File: src/hw/rtl/vpw_pkg.sv
// vpw_pkg: shared widths, configuration register codes, payload structs and
// saturation helpers for the vertex projection pipeline.
// No dependencies.
package vpw_pkg;

  localparam int COEF_W    = 16;
  localparam int OBJ_W     = 16;
  localparam int VIEW_W    = 15;
  localparam int WIN_W     = 24;
  localparam int DEPTH_W   = 16;
  localparam int ROW_W     = 64;
  localparam int NUM_ROWS  = 4;
  localparam int PIX_FRAC  = 8;
  // quotient bits kept by the divider; larger magnitudes saturate anyway
  localparam int QUO_W     = 25;
  localparam int IN_DATA_W  = 112;
  localparam int OUT_DATA_W = 64;

  localparam logic [VIEW_W-1:0] VIEW_MAX  = 15'd16384;
  localparam logic [ROW_W-1:0]  IDENT_ONE = 64'h1000;

  typedef enum logic [2:0] {
    CFG_MODEL_ROW0 = 3'd0,
    CFG_MODEL_ROW1 = 3'd1,
    CFG_MODEL_ROW2 = 3'd2,
    CFG_MODEL_ROW3 = 3'd3,
    CFG_PROJ_ROW0  = 3'd4,
    CFG_PROJ_ROW1  = 3'd5,
    CFG_PROJ_ROW2  = 3'd6,
    CFG_PROJ_ROW3  = 3'd7
  } cfg_idx_e;

  typedef struct packed {
    logic signed [VIEW_W-1:0] left;
    logic signed [VIEW_W-1:0] bottom;
    logic [VIEW_W-1:0]        width;
    logic [VIEW_W-1:0]        height;
  } view_t;

  typedef struct packed {
    logic signed [VIEW_W-1:0] left;
    logic signed [VIEW_W-1:0] bottom;
    logic                     visible;
    logic [2:0]               neg;
  } div_side_t;

  function automatic logic [WIN_W-1:0] sat_win(logic signed [QUO_W+1:0] v);
    logic signed [QUO_W+1:0] hi;
    logic signed [QUO_W+1:0] lo;
    hi = (QUO_W+2)'((1 << (WIN_W-1)) - 1);
    lo = ~hi;
    if (v > hi) return hi[WIN_W-1:0];
    if (v < lo) return lo[WIN_W-1:0];
    return v[WIN_W-1:0];
  endfunction

  function automatic logic [DEPTH_W-1:0] sat_depth(logic signed [QUO_W:0] v);
    logic signed [QUO_W:0] hi;
    logic signed [QUO_W:0] lo;
    hi = (QUO_W+1)'((1 << (DEPTH_W-1)) - 1);
    lo = ~hi;
    if (v > hi) return hi[DEPTH_W-1:0];
    if (v < lo) return lo[DEPTH_W-1:0];
    return v[DEPTH_W-1:0];
  endfunction

endpackage

File: src/hw/rtl/vpw_setup.sv
// vpw_setup: one stage that checks clip w, forms the three division
// numerators (sign folded to magnitudes) and the divisor 2w.
// Depends on vpw_pkg.
module vpw_setup import vpw_pkg::*; #(
  parameter int COEF_FRAC_BITS     = 12,
  parameter int INTERNAL_FRAC_BITS = 24
) (
  input  logic                                         clk_i,
  input  logic                                         rst_ni,
  input  logic                                         in_valid_i,
  output logic                                         in_ready_o,
  input  logic [NUM_ROWS-1:0][INTERNAL_FRAC_BITS+7:0]  clip_i,
  input  view_t                                        view_i,
  output logic                                         out_valid_o,
  input  logic                                         out_ready_i,
  output logic [2:0][INTERNAL_FRAC_BITS+31:0]          mag_o,
  output logic [INTERNAL_FRAC_BITS+8:0]                div_o,
  output div_side_t                                    side_o
);

  localparam int CLIP_W = INTERNAL_FRAC_BITS + 8;
  localparam int NUM_W  = CLIP_W + 25;
  localparam int MAG_W  = NUM_W - 1;
  localparam longint W_MIN_L = ((64'sd1 <<< INTERNAL_FRAC_BITS) + 64'sd5000) / 64'sd10000;
  localparam logic signed [CLIP_W-1:0] W_MIN = CLIP_W'(W_MIN_L);

  logic v_q, en;
  logic [2:0][MAG_W-1:0] mag_d, mag_q;
  logic [CLIP_W:0] div_d, div_q;
  div_side_t side_d, side_q;

  assign en         = ~v_q | out_ready_i;
  assign in_ready_o = en;

  always_comb begin
    logic signed [CLIP_W-1:0] w;
    logic signed [CLIP_W:0]   sx [3];
    logic signed [NUM_W-1:0]  num [3];
    logic [VIEW_W-1:0]        wid, hgt;
    w   = $signed(clip_i[3]);
    wid = (view_i.width  > VIEW_MAX) ? VIEW_MAX : view_i.width;
    hgt = (view_i.height > VIEW_MAX) ? VIEW_MAX : view_i.height;
    for (int l = 0; l < 3; l++) begin
      sx[l] = (CLIP_W+1)'(w) + (CLIP_W+1)'($signed(clip_i[l]));
    end
    num[0] = sx[0] * $signed({1'b0, wid});
    num[0] = num[0] <<< PIX_FRAC;
    num[1] = sx[1] * $signed({1'b0, hgt});
    num[1] = num[1] <<< PIX_FRAC;
    num[2] = NUM_W'(sx[2]) <<< COEF_FRAC_BITS;
    for (int l = 0; l < 3; l++) begin
      side_d.neg[l] = num[l][NUM_W-1];
      mag_d[l]      = num[l][NUM_W-1] ? ~num[l][MAG_W-1:0] : num[l][MAG_W-1:0];
    end
    div_d          = {w, 1'b0};
    side_d.visible = (w >= W_MIN);
    side_d.left    = view_i.left;
    side_d.bottom  = view_i.bottom;
  end

  always_ff @(posedge clk_i or negedge rst_ni) begin
    if (!rst_ni) begin
      v_q <= 1'b0;
    end else if (en) begin
      v_q <= in_valid_i;
    end
  end

  always_ff @(posedge clk_i) begin
    if (en) begin
      mag_q  <= mag_d;
      div_q  <= div_d;
      side_q <= side_d;
    end
  end

  assign out_valid_o = v_q;
  assign mag_o       = mag_q;
  assign div_o       = div_q;
  assign side_o      = side_q;

endmodule

File: config.mk
export PLATFORM = sky130hd
export DESIGN_NAME = vpw_setup
export DESIGN_NICKNAME = d
export VERILOG_FILES = /design/src/hw/rtl/vpw_pkg.sv /design/src/hw/rtl/vpw_setup.sv
export SDC_FILE = /design/constraint.sdc
export NUM_CORES = 2
export LEC_CHECK = 0
export ABC_AREA = 1
export ABC_CLOCK_PERIOD_IN_PS = 7610
export BUFFER_PORTS_ARGS = -buffer_cell sky130_fd_sc_hd__buf_4
export CAP_MARGIN = 20
export CORE_MARGIN = 3
export CORE_UTILIZATION = 45
export CTS_CLUSTER_DIAMETER = 150
export DETAILED_ROUTE_END_ITERATION = 12
export PLACE_DENSITY = 0.67
export REMOVE_ABC_BUFFERS = 1
export SLEW_MARGIN = 25
export SYNTH_ARGS = -nofsm -noshare
export SYNTH_HDL_FRONTEND = slang
export SYNTH_SLANG_ARGS = --single-unit
File: constraint.sdc
create_clock -name clk_i -period 7.61 [get_ports clk_i]
set_clock_uncertainty 0.1 [all_clocks]
set_input_delay 0.761 -clock clk_i [delete_from_list [all_inputs] [get_ports clk_i]]
set_output_delay 0.761 -clock clk_i [all_outputs]
set_load 0.03 [all_outputs]
==> results by stage <==
Logic synthesis:
- The biggest area contributor in the post-synthesis netlist is sky130_fd_sc_hd__fa_1.
- After synthesis the cells add up to ~53,000 µm².
- The synthesized area divided by synthesized cell count is between 7 and 8 µm².
- The total of flip-flops plus latches after synthesis is 199.
- In the synthesized netlist, the number of instances is 7,226.
- Sorting the synthesized cells by area gives the leading types as sky130_fd_sc_hd__fa_1, sky130_fd_sc_hd__nand2_1, sky130_fd_sc_hd__inv_1.
- The most used flip-flop cell after synthesis is sky130_fd_sc_hd__edfxtp_1.
- The number of enable flip-flop cells after synthesis is 198.
- The distinct cell type count of the synthesized netlist is 49.
- The share of synthesized area in the top cell type comes to 0.354.
- Of all flip-flops after synthesis, the portion carrying an async set or reset was 0.00503.
- During synthesis, Yosys emitted a total of 0 warnings.
- For this run, the register share of the synthesized area comes to 0.113.

Detailed routing:
- The final wirelength is 189,000 µm.
- The remaining number of nets flagged by the antenna check after routing is 0.
- The detailed-routing iteration count for the pre-antenna-repair pass is 8.
- The total vias in the final route is 51,100.
- The total DRC errors in the routed layout is 0.
- Dividing the detail-routed wire length by the instance count gives around 19 µm.
- The detailed router finished its first iteration with a little under 4,000 violations.
- After detailed routing, the number of vias per cell comes to 5.06.

Cells and area:
- The final-stage net count is 10,000.
- The area overhead of the layout relative to synthesis is 33.1%.
- Of the cells placed in the final design, the portion with a size suffix greater than 1 is 0.272.
- In the layout the commonest cells are sky130_fd_sc_hd__inv_1, sky130_fd_sc_hd__nand2_1, sky130_fd_sc_hd__buf_4.
- The commonest non-fill, non-tap cell in the layout is sky130_fd_sc_hd__inv_1.

STA:
- Subtracting the final worst setup slack from the clock period gives 7.69 ns.
- The slew at the pin closest to its max-slew limit is between 0.9 and 1 ns.
- The count of final max-slew check failures is 0.
- Across all hold checks on the routed design, the worst slack comes to 0.273 ns.
- Setup violations remaining at the end of the flow were counted as between 40 and 50.
- Based on the critical path, the design can be clocked at up to roughly 130 MHz.
- Setup repair after global routing could not meet its margin everywhere.
- In the finished design, the share of the clock period the worst path needs comes to 1.01.
- In the post-route analysis, the smallest setup slack over all paths is -0.0767 ns.
- In this run the tightest slew margin relative to its limit is 0.336.
- The number of endpoints with negative hold slack in the final report is 0.
- Summed over all failing endpoints, the final setup total negative slack is -1.16 ns.

Global route:
- After global routing, the most crowded layer is met2.
- The total overflow reported by the global router is 0.
- The total routing resource utilization after global routing is 0.307.
- The via count of the first global-routing pass is roughly 52,000.
- The first-pass GRT wire length is roughly 290,000 µm.
- The routing usage on met2 is 0.516.
- The met1 track demand over resource is 0.404.
- The number of antenna violations at the first check in global routing came to 4.
- The met3 layer usage reported by global route is 0.0461.
- Entering global routing, the biggest net connects 114 pins.

Clock network:
- Counting the buffers created by CTS gives 17.
- The sink count of the clock tree is between 150 and 200.
- The maximum level of the CTS H-tree is 4.
- The buffer type at the clock tree root is sky130_fd_sc_hd__clkbuf_16.
- The insertion delay to the later sink of the worst-skew pair is around 0.55 ns.
- Clock-pin slew was measured on the worst setup and hold paths at approximately 0.1 ns.
- TritonCTS built the clock tree.
- Counting along the longest clock path gives a buffer depth of 2.

Die:
- The core area is 117,000 µm².
- The die covers roughly 120,000 µm².
- The initial utilization of the core area, before any placement, comes to 0.454.
- The die is 349 µm wide.
- In this run the core area contains roughly 130 standard-cell rows.
- The number of I/O pins is 429.
- In this run the vertical extent of the chip is ~350 µm.

Setup path:
- The worst register-to-register path has a depth of 2.
- In this design, the critical path's most frequently occurring cell is sky130_fd_sc_hd__fa_1.
- The worst stage delay on the critical path is 0.55 ns.
- The start-to-end type of the worst setup path is primary input to register.
- The origin of the critical flop-to-flop path is out_valid_o.
- On the critical path, the stage with the largest delay is an instance of sky130_fd_sc_hd__fa_1.
- The category of the worst setup path capture point is a register.
- The end point of the critical path is mag_o[43].
- STA classifies the critical path startpoint as a primary input.
- Data on the critical path is required at its endpoint by slightly below 8 ns.
- The destination of the worst register-to-register timing path is mag_o[110].
- The maximum net fanout on the critical path is 8.
- The first element of the critical path is clip_i[96].
- In this run the register-to-register setup slack is 5.61 ns.
- The worst endpoint data arrival time is around 7.9 ns.

Placed design:
- Detailed placement ended at an HPWL of ~160,000 µm.
- The congestion estimate from routability-driven global placement came to about 1.
- The quantity of I/O buffers inserted on ports is 427.

Run status:
- The checks that failed: negative setup slack.
- The flow ran to the end, but the final reports show violations.

Worst hold path:
- The number of cells on the worst hold path is 1.
- The origin of the worst min-delay path is view_i[32].
- The worst hold path belongs to the class primary input to register.

Run:
- The number of max-cap violations is 0.
==> registers in the layout, indices dropped and copies added (netlist names) <==
register     count
side_o          34
mag_o          132
div_o           32
out_valid_o      1
==> metrics by stage <==
stage	cell area, µm²	utilization	worst slack (ns)	std cells
4_1_cts	66400	0.570	-0.00554	10000
5_1_grt	70500	0.605	-0.333	10100
3_3_place_gp	65200	0.560	-0.878	9963
6_report	70500	0.605	-0.0767	10100
3_5_place_dp	65200	0.560	-0.936	9963
2_1_floorplan	51800	-	-0.582	7024
==> layer usage <==
| metal | vias to the layer above | share of wire | routed length, µm |
|---|---|---|---|
| met5 | - | 0.000069 | 13 |
| met4 | 2 | 0.040 | 7490 |
| met3 | 403 | 0.078 | 14700 |
| met2 | 2101 | 0.47 | 89500 |
| met1 | 24700 | 0.41 | 77300 |
| li1 | 23900 | - | - |
==> kinds of logic after synthesis <==
family / share of synthesized area
AO/OA/AOI/OAI: 0.0262
buffers and inverters: 0.151
XOR/XNOR: 0.0142
other: 0.0000709
AND/OR/NAND/NOR: 0.264
flip-flops: 0.113
adder cells (fa/ha/maj): 0.432
==> synth_stat cells (30+ instances only) <==
| cell type | number |
|---|---|
| sky130_fd_sc_hd__fa_1 | 937 |
| sky130_fd_sc_hd__nor3_1 | 35 |
| sky130_fd_sc_hd__clkbuf_1 | 83 |
| sky130_fd_sc_hd__a21oi_1 | 145 |
| sky130_fd_sc_hd__edfxtp_1 | 198 |
| sky130_fd_sc_hd__nand3b_1 | 35 |
| sky130_fd_sc_hd__buf_2 | 64 |
| sky130_fd_sc_hd__xnor2_1 | 30 |
| sky130_fd_sc_hd__nand2_2 | 33 |
| sky130_fd_sc_hd__nand4_1 | 52 |
| sky130_fd_sc_hd__nand3_1 | 415 |
| sky130_fd_sc_hd__buf_4 | 41 |
| sky130_fd_sc_hd__xor2_1 | 40 |
| sky130_fd_sc_hd__nand2_1 | 2026 |
| sky130_fd_sc_hd__nor2_1 | 692 |
| sky130_fd_sc_hd__inv_1 | 1813 |
| sky130_fd_sc_hd__ha_1 | 328 |
| sky130_fd_sc_hd__or2_2 | 36 |
| sky130_fd_sc_hd__o21ai_0 | 61 |
==> critical path: cells and delay by family <==
| kind | cells | cell delay, ns |
|---|---|---|
| adder cells (fa/ha/maj) | 9 | 3.73 |
| AND/OR/NAND/NOR | 19 | 1.83 |
| buffers and inverters | 14 | 1.34 |
| XOR/XNOR | 1 | 0.18 |
==> layout make-up <==
cell class | count | area, µm²
diodes | 3 | 7.51
inverters | 1834 | 6920
clock inverters | 15 | 211
clock buffers | 17 | 425
well taps | 1524 | 1910
fillers | 10400 | 46100
repair buffers | 1502 | 12600
multi-input cells | 4992 | 42400
flip-flops and latches | 199 | 5970
==> timing repair <==
item	CTS	global route
endpoints found under the hold margin	1	0
pin swaps	22	287
cloned	3	27
gates resized for setup	121	802
buffers inserted	4	54
hold buffers	1	0
endpoints found under the setup margin	100	100
==> worst min path at each step <==
stage and to:
2_1_floorplan out_valid_o, 3_3_place_gp out_valid_o, 3_5_place_dp out_valid_o, 4_1_cts side_o[28], 5_1_grt side_o[23], 6_report side_o[6]
Power is left out: the tool's default activity adds up to more than one toggle a clock period on the data nets, which glitch-free logic cannot reach.
